## src/design/heightmap_box_blur_3x3_unit_defines.svh

```systemverilog
// ----------------------------------------------------------------------------
// heightmap_box_blur_3x3_unit_defines
// Assertion macros shared by the box blur unit.
// ----------------------------------------------------------------------------
`ifndef HEIGHTMAP_BOX_BLUR_3X3_UNIT_DEFINES_SVH
`define HEIGHTMAP_BOX_BLUR_3X3_UNIT_DEFINES_SVH

`ifndef SYNTHESIS

// same-cycle implication
`define HBB_ASSERT_IMP(lbl, clk_s, rst_s, ante, cons) \
	lbl: assert property (@(posedge clk_s) disable iff (!rst_s) (ante) |-> (cons)) \
		else $error("hbb assertion failed");

// next-cycle implication
`define HBB_ASSERT_NXT(lbl, clk_s, rst_s, ante, cons) \
	lbl: assert property (@(posedge clk_s) disable iff (!rst_s) (ante) |=> (cons)) \
		else $error("hbb assertion failed");

`else

`define HBB_ASSERT_IMP(lbl, clk_s, rst_s, ante, cons)
`define HBB_ASSERT_NXT(lbl, clk_s, rst_s, ante, cons)

`endif

`endif

```

## src/design/hbb_pkg.sv

```systemverilog
// ----------------------------------------------------------------------------
// hbb_pkg
// Types and constants of the 3x3 heightmap box blur.
// ----------------------------------------------------------------------------
package hbb_pkg;

	localparam int MAX_COLS   = 128;
	localparam int MAX_ROWS   = 4096;
	localparam int RESET_COLS = 128;
	localparam int RESET_ROWS = 128;

	localparam int COL_W    = 7;
	localparam int ROW_W    = 12;
	localparam int H_W      = 16;
	localparam int COLSUM_W = 18;
	localparam int SUM_W    = 20;
	localparam int MAG_W    = 19;
	localparam int PROD_W   = 2 * MAG_W;

	// floor(x / 9) = (x * DIV9_MUL) >> DIV9_SHIFT, exact for x < 2**21
	localparam int               DIV9_SHIFT = 22;
	localparam logic [MAG_W-1:0] DIV9_MUL   = MAG_W'(466034);

	localparam int GC_W       = 8;
	localparam int GR_W       = 13;
	localparam int CFG_IDX_W  = 2;
	localparam int CFG_DATA_W = 13;

	localparam logic [CFG_IDX_W-1:0] REG_GRID_COLS = CFG_IDX_W'(0);
	localparam logic [CFG_IDX_W-1:0] REG_GRID_ROWS = CFG_IDX_W'(1);

	localparam int Q_DEPTH = 8;
	localparam int Q_IDX_W = $clog2(Q_DEPTH);
	localparam int Q_CNT_W = Q_IDX_W + 1;
	localparam int OCC_W   = Q_CNT_W + 1;

	typedef struct packed {
		logic [ROW_W-1:0]      row;
		logic [COL_W-1:0]      col;
		logic                  has_int;
		logic                  has_bord;
		logic                  done;
		logic signed [H_W-1:0] cur;
	} hbb_tag_t;

	typedef struct packed {
		logic [ROW_W-1:0]      row;
		logic [COL_W-1:0]      col;
		logic                  has_int;
		logic                  has_bord;
		logic                  done;
		logic signed [H_W-1:0] int_val;
		logic signed [H_W-1:0] bord_val;
	} hbb_entry_t;

	typedef struct packed {
		logic       valid;
		hbb_entry_t entry;
	} hbb_push_t;

	typedef struct packed {
		logic [Q_CNT_W-1:0] count;
		logic               empty;
	} hbb_qstat_t;

endpackage

```

## src/design/hbb_if.sv

```systemverilog
// ----------------------------------------------------------------------------
// hbb_if
// Request channels of the box blur: samples in, filtered results out.
// ----------------------------------------------------------------------------
interface hbb_in_if;
	logic                              valid;
	logic                              ready;
	logic signed [hbb_pkg::H_W-1:0]    height_in;

	modport source(output valid, output height_in, input ready);
	modport sink(input valid, input height_in, output ready);
endinterface

interface hbb_out_if;
	logic                              valid;
	logic                              ready;
	logic [hbb_pkg::ROW_W-1:0]         out_row;
	logic [hbb_pkg::COL_W-1:0]         out_col;
	logic signed [hbb_pkg::H_W-1:0]    height_out;
	logic                              is_border;
	logic                              last_in_step;
	logic                              frame_done;

	modport source(output valid, output out_row, output out_col, output height_out,
		output is_border, output last_in_step, output frame_done, input ready);
	modport sink(input valid, input out_row, input out_col, input height_out,
		input is_border, input last_in_step, input frame_done, output ready);
endinterface

```

## src/design/hbb_front.sv

```systemverilog
// ----------------------------------------------------------------------------
// hbb_front
// Raster position, two-row line store, column sums and the divide by nine.
// Classifies each sample and pushes one queue entry per sample with results.
// ----------------------------------------------------------------------------
module hbb_front (
	input  logic                              clk,
	input  logic                              arst_n,
	input  logic                              cfg_we,
	input  logic [hbb_pkg::CFG_IDX_W-1:0]     cfg_idx,
	input  logic [hbb_pkg::CFG_DATA_W-1:0]    cfg_data,
	hbb_in_if.sink                            samples,
	input  hbb_pkg::hbb_qstat_t               q_stat,
	output hbb_pkg::hbb_push_t                push
);
	import hbb_pkg::*;

	logic [COL_W-1:0] col_last_q, col_q, cols_last_new;
	logic [ROW_W-1:0] row_last_q, row_q, rows_last_new;
	logic [GC_W-1:0]  gc;
	logic [GR_W-1:0]  gr;
	logic             cfg_hit;
	logic             accept;
	logic [OCC_W-1:0] occ;

	logic signed [H_W-1:0] bank0_mem [MAX_COLS];
	logic signed [H_W-1:0] bank1_mem [MAX_COLS];

	logic                       valid_s1, valid_s2, valid_s3, valid_s4;
	hbb_tag_t                   tag_s1, tag_s2, tag_s3, tag_s4;
	logic                       bank_s1;
	logic signed [H_W-1:0]      rd0_s1, rd1_s1, top, mid;
	logic signed [COLSUM_W-1:0] colsum_s2, cs0_q, cs1_q;
	logic signed [SUM_W-1:0]    total_s3, mag_full;
	logic [MAG_W-1:0]           mag_s4;
	logic                       neg_s4;
	logic [PROD_W-1:0]          prod;
	logic [H_W-1:0]             quot;

	assign gc = cfg_data[GC_W-1:0];
	assign gr = cfg_data[GR_W-1:0];

	always_comb begin
		if (gc == '0) begin
			cols_last_new = '0;
		end else if (int'(gc) > MAX_COLS) begin
			cols_last_new = COL_W'(MAX_COLS - 1);
		end else begin
			cols_last_new = COL_W'(gc - GC_W'(1));
		end
		if (gr == '0) begin
			rows_last_new = '0;
		end else if (int'(gr) > MAX_ROWS) begin
			rows_last_new = ROW_W'(MAX_ROWS - 1);
		end else begin
			rows_last_new = ROW_W'(gr - GR_W'(1));
		end
	end

	assign cfg_hit = cfg_we && (cfg_idx == REG_GRID_COLS || cfg_idx == REG_GRID_ROWS);

	// room for every sample still in flight, counted as one entry each
	assign occ = OCC_W'(q_stat.count) + OCC_W'(valid_s1) + OCC_W'(valid_s2)
		+ OCC_W'(valid_s3) + OCC_W'(valid_s4);
	assign samples.ready = (occ < OCC_W'(Q_DEPTH));
	assign accept = samples.valid && samples.ready;

	always_ff @(posedge clk or negedge arst_n) begin
		if (!arst_n) begin
			col_last_q <= COL_W'(RESET_COLS - 1);
			row_last_q <= ROW_W'(RESET_ROWS - 1);
			col_q      <= '0;
			row_q      <= '0;
			valid_s1   <= 1'b0;
			valid_s2   <= 1'b0;
			valid_s3   <= 1'b0;
			valid_s4   <= 1'b0;
		end else begin
			valid_s1 <= accept;
			valid_s2 <= valid_s1;
			valid_s3 <= valid_s2;
			valid_s4 <= valid_s3;
			if (cfg_hit) begin
				case (cfg_idx)
					REG_GRID_COLS: col_last_q <= cols_last_new;
					REG_GRID_ROWS: row_last_q <= rows_last_new;
					default: ;
				endcase
				col_q <= '0;
				row_q <= '0;
			end else if (accept) begin
				if (col_q == col_last_q) begin
					col_q <= '0;
					row_q <= (row_q == row_last_q) ? '0 : row_q + ROW_W'(1);
				end else begin
					col_q <= col_q + COL_W'(1);
				end
			end
		end
	end

	// line store: bank (row & 1) holds row r-2 at read time, then row r
	always_ff @(posedge clk) begin
		if (accept) begin
			rd0_s1 <= bank0_mem[col_q];
			rd1_s1 <= bank1_mem[col_q];
			if (row_q[0]) begin
				bank1_mem[col_q] <= samples.height_in;
			end else begin
				bank0_mem[col_q] <= samples.height_in;
			end
			bank_s1         <= row_q[0];
			tag_s1.row      <= row_q;
			tag_s1.col      <= col_q;
			tag_s1.has_int  <= (row_q >= ROW_W'(2)) && (col_q >= COL_W'(2));
			tag_s1.has_bord <= (row_q == '0) || (row_q == row_last_q)
				|| (col_q == '0) || (col_q == col_last_q);
			tag_s1.done     <= (row_q == row_last_q) && (col_q == col_last_q);
			tag_s1.cur      <= samples.height_in;
		end
	end

	assign top = bank_s1 ? rd1_s1 : rd0_s1;
	assign mid = bank_s1 ? rd0_s1 : rd1_s1;

	always_ff @(posedge clk) begin
		if (valid_s1) begin
			colsum_s2 <= COLSUM_W'(top) + COLSUM_W'(mid) + COLSUM_W'(tag_s1.cur);
			tag_s2    <= tag_s1;
		end
		if (valid_s2) begin
			total_s3 <= SUM_W'(colsum_s2) + SUM_W'(cs1_q) + SUM_W'(cs0_q);
			cs0_q    <= cs1_q;
			cs1_q    <= colsum_s2;
			tag_s3   <= tag_s2;
		end
		if (valid_s3) begin
			mag_s4 <= mag_full[MAG_W-1:0];
			neg_s4 <= total_s3[SUM_W-1];
			tag_s4 <= tag_s3;
		end
	end

	// |sum| + 4, so floor((|sum| + 4) / 9) rounds to nearest
	assign mag_full = total_s3[SUM_W-1] ? (SUM_W'(4) - total_s3) : (total_s3 + SUM_W'(4));

	assign prod = PROD_W'(mag_s4) * PROD_W'(DIV9_MUL);
	assign quot = prod[DIV9_SHIFT +: H_W];

	always_comb begin
		push.valid          = valid_s4 && (tag_s4.has_int || tag_s4.has_bord);
		push.entry.row      = tag_s4.row;
		push.entry.col      = tag_s4.col;
		push.entry.has_int  = tag_s4.has_int;
		push.entry.has_bord = tag_s4.has_bord;
		push.entry.done     = tag_s4.done;
		push.entry.int_val  = neg_s4 ? H_W'(H_W'(0) - quot) : quot;
		push.entry.bord_val = tag_s4.cur;
	end

endmodule

```

## src/design/hbb_queue.sv

```systemverilog
// ----------------------------------------------------------------------------
// hbb_queue
// Short FIFO of per-sample result entries between front and back.
// ----------------------------------------------------------------------------
module hbb_queue (
	input  logic                    clk,
	input  logic                    arst_n,
	input  hbb_pkg::hbb_push_t      push,
	input  logic                    pop,
	output hbb_pkg::hbb_entry_t     head,
	output hbb_pkg::hbb_qstat_t     q_stat
);
	import hbb_pkg::*;

	hbb_entry_t         entry_q [Q_DEPTH];
	logic [Q_IDX_W-1:0] wr_ptr_q, rd_ptr_q;
	logic [Q_CNT_W-1:0] count_q;

	always_ff @(posedge clk) begin
		if (push.valid) begin
			entry_q[wr_ptr_q] <= push.entry;
		end
	end

	always_ff @(posedge clk or negedge arst_n) begin
		if (!arst_n) begin
			wr_ptr_q <= '0;
			rd_ptr_q <= '0;
			count_q  <= '0;
		end else begin
			if (push.valid) begin
				wr_ptr_q <= wr_ptr_q + Q_IDX_W'(1);
			end
			if (pop) begin
				rd_ptr_q <= rd_ptr_q + Q_IDX_W'(1);
			end
			count_q <= count_q + Q_CNT_W'(push.valid) - Q_CNT_W'(pop);
		end
	end

	assign head         = entry_q[rd_ptr_q];
	assign q_stat.count = count_q;
	assign q_stat.empty = (count_q == '0);

endmodule

```

## src/design/hbb_back.sv

```systemverilog
// ----------------------------------------------------------------------------
// hbb_back
// Splits each queue entry into its interior and border results and drives
// the registered result channel.
// ----------------------------------------------------------------------------
module hbb_back (
	input  logic                    clk,
	input  logic                    arst_n,
	input  hbb_pkg::hbb_entry_t     head,
	input  hbb_pkg::hbb_qstat_t     q_stat,
	output logic                    pop,
	hbb_out_if.source               results
);
	import hbb_pkg::*;

	logic                  valid_q, second_q;
	logic                  load, pick_int, pick_last;
	logic [ROW_W-1:0]      row_q;
	logic [COL_W-1:0]      col_q;
	logic signed [H_W-1:0] height_q;
	logic                  border_q, last_q, done_q;

	assign load      = !q_stat.empty && (!valid_q || results.ready);
	assign pick_int  = head.has_int && !second_q;
	assign pick_last = !pick_int || !head.has_bord;
	assign pop       = load && pick_last;

	always_ff @(posedge clk or negedge arst_n) begin
		if (!arst_n) begin
			valid_q  <= 1'b0;
			second_q <= 1'b0;
		end else begin
			if (load) begin
				valid_q  <= 1'b1;
				second_q <= !pick_last;
			end else if (results.ready) begin
				valid_q <= 1'b0;
			end
		end
	end

	always_ff @(posedge clk) begin
		if (load) begin
			last_q <= pick_last;
			if (pick_int) begin
				row_q    <= head.row - ROW_W'(1);
				col_q    <= head.col - COL_W'(1);
				height_q <= head.int_val;
				border_q <= 1'b0;
				done_q   <= 1'b0;
			end else begin
				row_q    <= head.row;
				col_q    <= head.col;
				height_q <= head.bord_val;
				border_q <= 1'b1;
				done_q   <= head.done;
			end
		end
	end

	assign results.valid        = valid_q;
	assign results.out_row      = row_q;
	assign results.out_col      = col_q;
	assign results.height_out   = height_q;
	assign results.is_border    = border_q;
	assign results.last_in_step = last_q;
	assign results.frame_done   = done_q;

endmodule

```

## src/design/heightmap_box_blur_3x3_unit.sv

```systemverilog
// ----------------------------------------------------------------------------
// heightmap_box_blur_3x3_unit
// 3x3 box blur over a raster stream of signed Q8.8 height samples.
//
//   channel   dir  payload                                   handshake
//   samples   in   height_in                                 valid/ready
//   results   out  out_row out_col height_out is_border      valid/ready
//                  last_in_step frame_done
//   cfg       in   cfg_idx cfg_data                          cfg_we
//
// One sample per cycle; a sample with both an interior and a border result
// holds the result channel for both, one after the other. A sample passes
// through line store read, column sum, window sum, magnitude, multiply into
// the queue and the output register. Samples stall only when the eight-entry
// queue cannot hold everything in flight. Reset needs no clearing pass.
// ----------------------------------------------------------------------------
`include "heightmap_box_blur_3x3_unit_defines.svh"

module heightmap_box_blur_3x3_unit (
	input  logic                              clk,
	input  logic                              arst_n,
	input  logic                              cfg_we,
	input  logic [hbb_pkg::CFG_IDX_W-1:0]     cfg_idx,
	input  logic [hbb_pkg::CFG_DATA_W-1:0]    cfg_data,
	hbb_in_if.sink                            samples,
	hbb_out_if.source                         results
);
	import hbb_pkg::*;

	hbb_push_t  push;
	hbb_entry_t head;
	hbb_qstat_t q_stat;
	logic       pop;

	hbb_front u_front (
		.clk      (clk),
		.arst_n   (arst_n),
		.cfg_we   (cfg_we),
		.cfg_idx  (cfg_idx),
		.cfg_data (cfg_data),
		.samples  (samples),
		.q_stat   (q_stat),
		.push     (push)
	);

	hbb_queue u_queue (
		.clk    (clk),
		.arst_n (arst_n),
		.push   (push),
		.pop    (pop),
		.head   (head),
		.q_stat (q_stat)
	);

	hbb_back u_back (
		.clk     (clk),
		.arst_n  (arst_n),
		.head    (head),
		.q_stat  (q_stat),
		.pop     (pop),
		.results (results)
	);

	`HBB_ASSERT_IMP(a_push_room, clk, arst_n, push.valid, q_stat.count < Q_CNT_W'(Q_DEPTH))
	`HBB_ASSERT_IMP(a_pop_nonempty, clk, arst_n, pop, !q_stat.empty)
	`HBB_ASSERT_NXT(a_pop_last, clk, arst_n, pop, results.valid && results.last_in_step)
	`HBB_ASSERT_IMP(a_done_border, clk, arst_n, results.valid && results.frame_done, results.is_border && results.last_in_step)

endmodule
```

## src/flat_wrapper.sv

```systemverilog
// flat-port wrapper written by rule: the top's interface ports become plain ports
module heightmap_box_blur_3x3_unit_flat import hbb_pkg::*;
  (clk, arst_n, cfg_we, cfg_idx, cfg_data, samples_valid, samples_height_in, samples_ready, results_valid, results_out_row, results_out_col, results_height_out, results_is_border, results_last_in_step, results_frame_done, results_ready);
  hbb_in_if samples_i ();
  hbb_out_if results_i ();
  input  logic clk;
  input  logic arst_n;
  input  logic cfg_we;
  input  logic [hbb_pkg::CFG_IDX_W-1:0] cfg_idx;
  input  logic [hbb_pkg::CFG_DATA_W-1:0] cfg_data;
  input wire logic [$bits(samples_i.valid)-1:0] samples_valid;
  input wire logic [$bits(samples_i.height_in)-1:0] samples_height_in;
  output wire logic [$bits(samples_i.ready)-1:0] samples_ready;
  output wire logic [$bits(results_i.valid)-1:0] results_valid;
  output wire logic [$bits(results_i.out_row)-1:0] results_out_row;
  output wire logic [$bits(results_i.out_col)-1:0] results_out_col;
  output wire logic [$bits(results_i.height_out)-1:0] results_height_out;
  output wire logic [$bits(results_i.is_border)-1:0] results_is_border;
  output wire logic [$bits(results_i.last_in_step)-1:0] results_last_in_step;
  output wire logic [$bits(results_i.frame_done)-1:0] results_frame_done;
  input wire logic [$bits(results_i.ready)-1:0] results_ready;
  assign samples_i.valid = samples_valid;
  assign samples_i.height_in = samples_height_in;
  assign samples_ready = samples_i.ready;
  assign results_valid = results_i.valid;
  assign results_out_row = results_i.out_row;
  assign results_out_col = results_i.out_col;
  assign results_height_out = results_i.height_out;
  assign results_is_border = results_i.is_border;
  assign results_last_in_step = results_i.last_in_step;
  assign results_frame_done = results_i.frame_done;
  assign results_i.ready = results_ready;
  heightmap_box_blur_3x3_unit u_core (.clk(clk), .arst_n(arst_n), .cfg_we(cfg_we), .cfg_idx(cfg_idx), .cfg_data(cfg_data), .samples(samples_i), .results(results_i));
endmodule
```

## config.mk

```make
export PLATFORM = sky130hd
export DESIGN_NAME = heightmap_box_blur_3x3_unit_flat
export DESIGN_NICKNAME = d
export VERILOG_FILES = /design/src/design/hbb_pkg.sv /design/src/design/hbb_if.sv /design/src/design/hbb_front.sv /design/src/design/hbb_queue.sv /design/src/design/hbb_back.sv /design/src/design/heightmap_box_blur_3x3_unit.sv /design/src/flat_wrapper.sv
export VERILOG_INCLUDE_DIRS = /design/src /design/src/design
export SDC_FILE = /design/constraint.sdc
export NUM_CORES = 2
export LEC_CHECK = 0
export ABC_AREA = 1
export BUFFER_PORTS_ARGS = -buffer_cell sky130_fd_sc_hd__buf_2
export CORE_ASPECT_RATIO = 0.9
export CORE_UTILIZATION = 40
export CTS_CLUSTER_SIZE = 20
export DETAILED_ROUTE_END_ITERATION = 6
export SYNTH_ARGS = -nofsm -noshare
export SYNTH_HDL_FRONTEND = slang
export SYNTH_MEMORY_MAX_BITS = 65536
export SYNTH_SLANG_ARGS = --single-unit
```

## constraint.sdc

```tcl
create_clock -name clk -period 6.55 [get_ports clk]
set_input_delay 1.31 -clock clk [delete_from_list [all_inputs] [get_ports clk]]
set_output_delay 1.31 -clock clk [all_outputs]
set_load 0.02 [all_outputs]
```

==> flow_summary.toml <==
[run_status]
run_status = "finished, final reports clean"

[critical_path]
cp_slowest_stage_delay_ns = 0.54
cp.arrival_ns = 6.73
worstSetupStartpoint = "u_core.u_front.mag_s4[7]"
required_ns = 7.26
timing_worst_setup_path_type = "reg2reg"
most_common_cell_on_crit_path = "sky130_fd_sc_hd__inv_1"
critPathMaxFanout = 8
worstReg2RegStart = "u_core.u_front.mag_s4[7]"
critical_path.startpoint_type = "flop"
worstSetupEndpoint = "u_core.u_queue.entry_q[1][30]"
critPathCaptureType = "flop"
r2r_setup_slack_ns = 0.53
timing.rr.end = "u_core.u_queue.entry_q[1][30]"
reg2reg_depth = 27
crit_path_top_delay_cell = "sky130_fd_sc_hd__fa_1"

[route]
first_iter_violations = 14310
drt-pass1-iter-count = 7
remaining_drc_errors = 0
routed_via_count = 114700
wl_um = 567200
detail-route-antenna-nets = 0
vias_per_cell = 5.615
route.detailed.wl_per_inst_um = 27.76

[placement]
io_buffers = 75
place.detailed.hpwl_um = 335000
gp_routability_congestion = 0.8496

[synth]
synth_fp_nets = 13670
proportion_of_synthesized_flip_flops_having_asynchronous_set_or_reset = 0.01102
synth_largest_type_area_fraction = 0.7536
synth_top_family_by_area = "simple AND/OR/NAND/NOR gates"
yosys_register_bits = 4898
synth_edf_count = 4844
post_synth_main_area_contributors = "sky130_fd_sc_hd__edfxtp_1, sky130_fd_sc_hd__nand2_1, sky130_fd_sc_hd__a22oi_1"
yosysSeqAreaShare = 0.7607
post_synthesis_compound_gate_area_fraction = 0.07604
synth.avg_cell_area_um2 = 14.50
syn_area_um2 = 193000
post_synth_and_or_nand_nor_area_fraction = 0.1003
multiplexer_share_of_the_synthesized_area = 0.0003436
yosysUniqueCellTypes = 67
yosys_most_used_dff = "sky130_fd_sc_hd__edfxtp_1"
yosys_warnings = 0
adder_cell_share_of_the_synthesized_area = 0.02563
post_synth_inst_count = 13310
yosysTopAreaCell = "sky130_fd_sc_hd__edfxtp_1"
post_synth_xor_area_fraction = 0.004674

[clock_tree]
htree_levels = 5
insertion_delay_of_the_later_clocked_pin_in_the_worst_skew_pair_ns = 1.07
numCtsBuffers = 473
clock-sinks = 4898
cts-root-buf = "sky130_fd_sc_hd__clkbuf_16"
clockBufferDepth = 4
worst_setup_hold_path_clk_slew_ns = 0.06
cts_tree = "done"
cts_hold_buf = 0

[sta]
fin_skew_ns = 0.1475
top_achievable_clock_speed_ghz = 0.1660
final_hold_viol_count = 0
layout_worst_path_cycle_share = 0.9194
final-max-slew-violation-count = 0
setup_violations = 0
slew-limit-headroom = 0.1584
grt_setup_unrepaired = "no"
fin_crit_ns = 6.022
timing_worst_slew_pin_value_ns = 1.261
setup_total_negative_slack_ns = 0

[cells_and_area]
syn_to_final_growth_pct = 13.42
final_layout_size_suffix_gt1_frac = 0.1206
finalNetCount = 14070

[global_route]
grt_util_all_layers = 0.2273
grt_antenna_before_repair = 29
grt_start_max_net_pins = 186
global_route_wire_length_before_repair_um = 806600
grt.overflow.total = 0
number_of_global_route_vias_before_repair = 109200

[floorplan]
io-pin-count = 76
fp.dieW_um = 734.2
number_of_cell_rows = 241
core_area_um2 = 479400
dieHeight_um = 661.0
die_area_um2 = 485300
initial_utilization = 0.4026

[worst_hold_path]
holdCritPathClass = "reg2reg"

[job]
maxCapViolations = 0
## critical path, delay by kind of cell (launching register included)
kind,cells,cell delay (ns)
buffers and inverters,7,0.50
adders and majority gates,8,3.37
and+or+nand+nor,12,1.48
DFF,1,0.48
## cell usage after synthesis, drive strengths merged, types with 5 or more instances
master and n:
a211oi 8, a22o 132, fa 124, a21oi 247
dfrtp 40, a22oi 617, nand2 3025, o221ai 6
o21ai 412, inv 667, nor3 291, ha 197
and3 64, and2 8, nor4 8, nand3 193
a31oi 30, mux2i 5, a21o 8, o21bai 7
xor2 77, o211ai 5, o22ai 111, a221oi 358
xnor2 26, clkbuf 181, nand4 431, o2111ai 21
nand3b 5, o2111a 13, o31ai 17, edfxtp 4844
dfstp 14, buf 500, o21a 5, or2 5
o2bb2ai 14, nor2 576
## flip-flops by register name (all words and copies together), names as in the netlist, 12 cells and up
register / flops
u_core.u_front.bank0_mem: 2048
u_core.u_front.bank1_mem: 2048
u_core.u_queue.entry_q: 432
u_core.u_front.push: 38
u_core.u_front.tag_s1: 38
u_core.u_front.tag_s2: 38
u_core.u_front.tag_s3: 38
u_core.u_front.total_s3: 20
u_core.u_front.mag_s4: 19
u_core.u_front.colsum_s2: 18
u_core.u_front.cs0_q: 18
u_core.u_front.cs1_q: 18
u_core.u_back.results.height_out: 16
u_core.u_front.rd0_s1: 16
u_core.u_front.rd1_s1: 16
u_core.u_back.results.out_row: 12
u_core.u_front.row_last_q: 12
u_core.u_front.row_q: 12
## worst min path at each step
stage | start | endpoint | slack [ns] | cells after the start
2_1_floorplan | u_core.u_front.tag_s3[0] | u_core.u_front.push[0] | 0.40 | 0
3_3_place_gp | u_core.u_front.tag_s1[27] | u_core.u_front.tag_s2[27] | 0.40 | 0
3_5_place_dp | u_core.u_front.tag_s3[14] | u_core.u_front.push[14] | 0.40 | 0
4_1_cts | u_core.u_front.tag_s2[1] | u_core.u_front.tag_s3[1] | 0.32 | 0
5_1_grt | u_core.u_front.tag_s2[6] | u_core.u_front.tag_s3[6] | 0.35 | 0
6_report | u_core.u_front.tag_s2[6] | u_core.u_front.tag_s3[6] | 0.34 | 0
## cells in the final DEF (no fill, tap or decap), types with 29 or more instances in the layout
master,instances
sky130_fd_sc_hd__a22oi_1,614
sky130_fd_sc_hd__fa_1,124
sky130_fd_sc_hd__dfrtp_1,34
sky130_fd_sc_hd__a31oi_1,29
sky130_fd_sc_hd__a22o_1,132
sky130_fd_sc_hd__nor3_2,259
sky130_fd_sc_hd__o21ai_0,390
sky130_fd_sc_hd__nor2_1,540
sky130_fd_sc_hd__and3_1,64
sky130_fd_sc_hd__nand4_1,431
sky130_fd_sc_hd__clkinv_2,89
sky130_fd_sc_hd__clkinv_1,121
sky130_fd_sc_hd__edfxtp_1,4844
sky130_fd_sc_hd__clkbuf_1,114
sky130_fd_sc_hd__buf_4,469
sky130_fd_sc_hd__clkbuf_16,474
sky130_fd_sc_hd__buf_2,59
sky130_fd_sc_hd__xor2_1,73
sky130_fd_sc_hd__a221oi_1,265
sky130_fd_sc_hd__o22ai_1,111
sky130_fd_sc_hd__nand2_1,3016
sky130_fd_sc_hd__a221oi_2,93
sky130_fd_sc_hd__ha_1,197
sky130_fd_sc_hd__nor3_1,32
sky130_fd_sc_hd__buf_12,62
sky130_fd_sc_hd__inv_1,648
sky130_fd_sc_hd__nand3_1,188
sky130_fd_sc_hd__a21oi_1,246
## cell families (layout without fill, tap and decap cells)
logic type,Yosys count,after routing
AO/OA/AOI/OAI,2022,2022
XOR/XNOR,103,103
multiplexers,5,5
buffers and inverters,1351,2143
adder cells (fa/ha/maj),321,321
flip-flops,4898,4898
AND/OR/NAND/NOR,4609,4609
other,0,13
## stage by stage
stage          std cells  worst slack [ns]  instance area, µm²  hold slack, ns    util
2_1_floorplan      13310            0.1432              193000          0.4003       -
3_3_place_gp       19550            0.1892              204100          0.4006  0.4256
3_5_place_dp       19550            0.1825              204100          0.4045  0.4256
4_1_cts            20420            0.2696              218800          0.3214  0.4564
5_1_grt            20420           0.01460              218900          0.3473  0.4566
6_report           20430            0.5276              218900          0.3416  0.4566
## what timing repair did
action	CTS	global route
buffers inserted	0	3
setup endpoints to repair	0	88
resized for setup	0	10
## layout make-up
type	instances	area [µm²]
Fill cell	41740	260500
Sequential cell	4898	146800
Multi-Input combinational cell	7060	41540
Clock buffer	590	12320
Tap cell	6318	7905
Timing Repair Buffer	606	5298
Inverter	670	2569
Clock inverter	277	2430
Antenna cell	13	32.53
## metal layers
metal	track usage	vias to the layer above	wire (µm)
li1	-	50400	-
met1	0.3173	58020	231900
met2	0.3630	5399	263400
met3	0.03741	875	50610
met4	0.07786	26	21120
met5	0	-	159
Power is left out: the tool's default activity adds up to more than one toggle a clock period on the data nets, which glitch-free logic cannot reach.
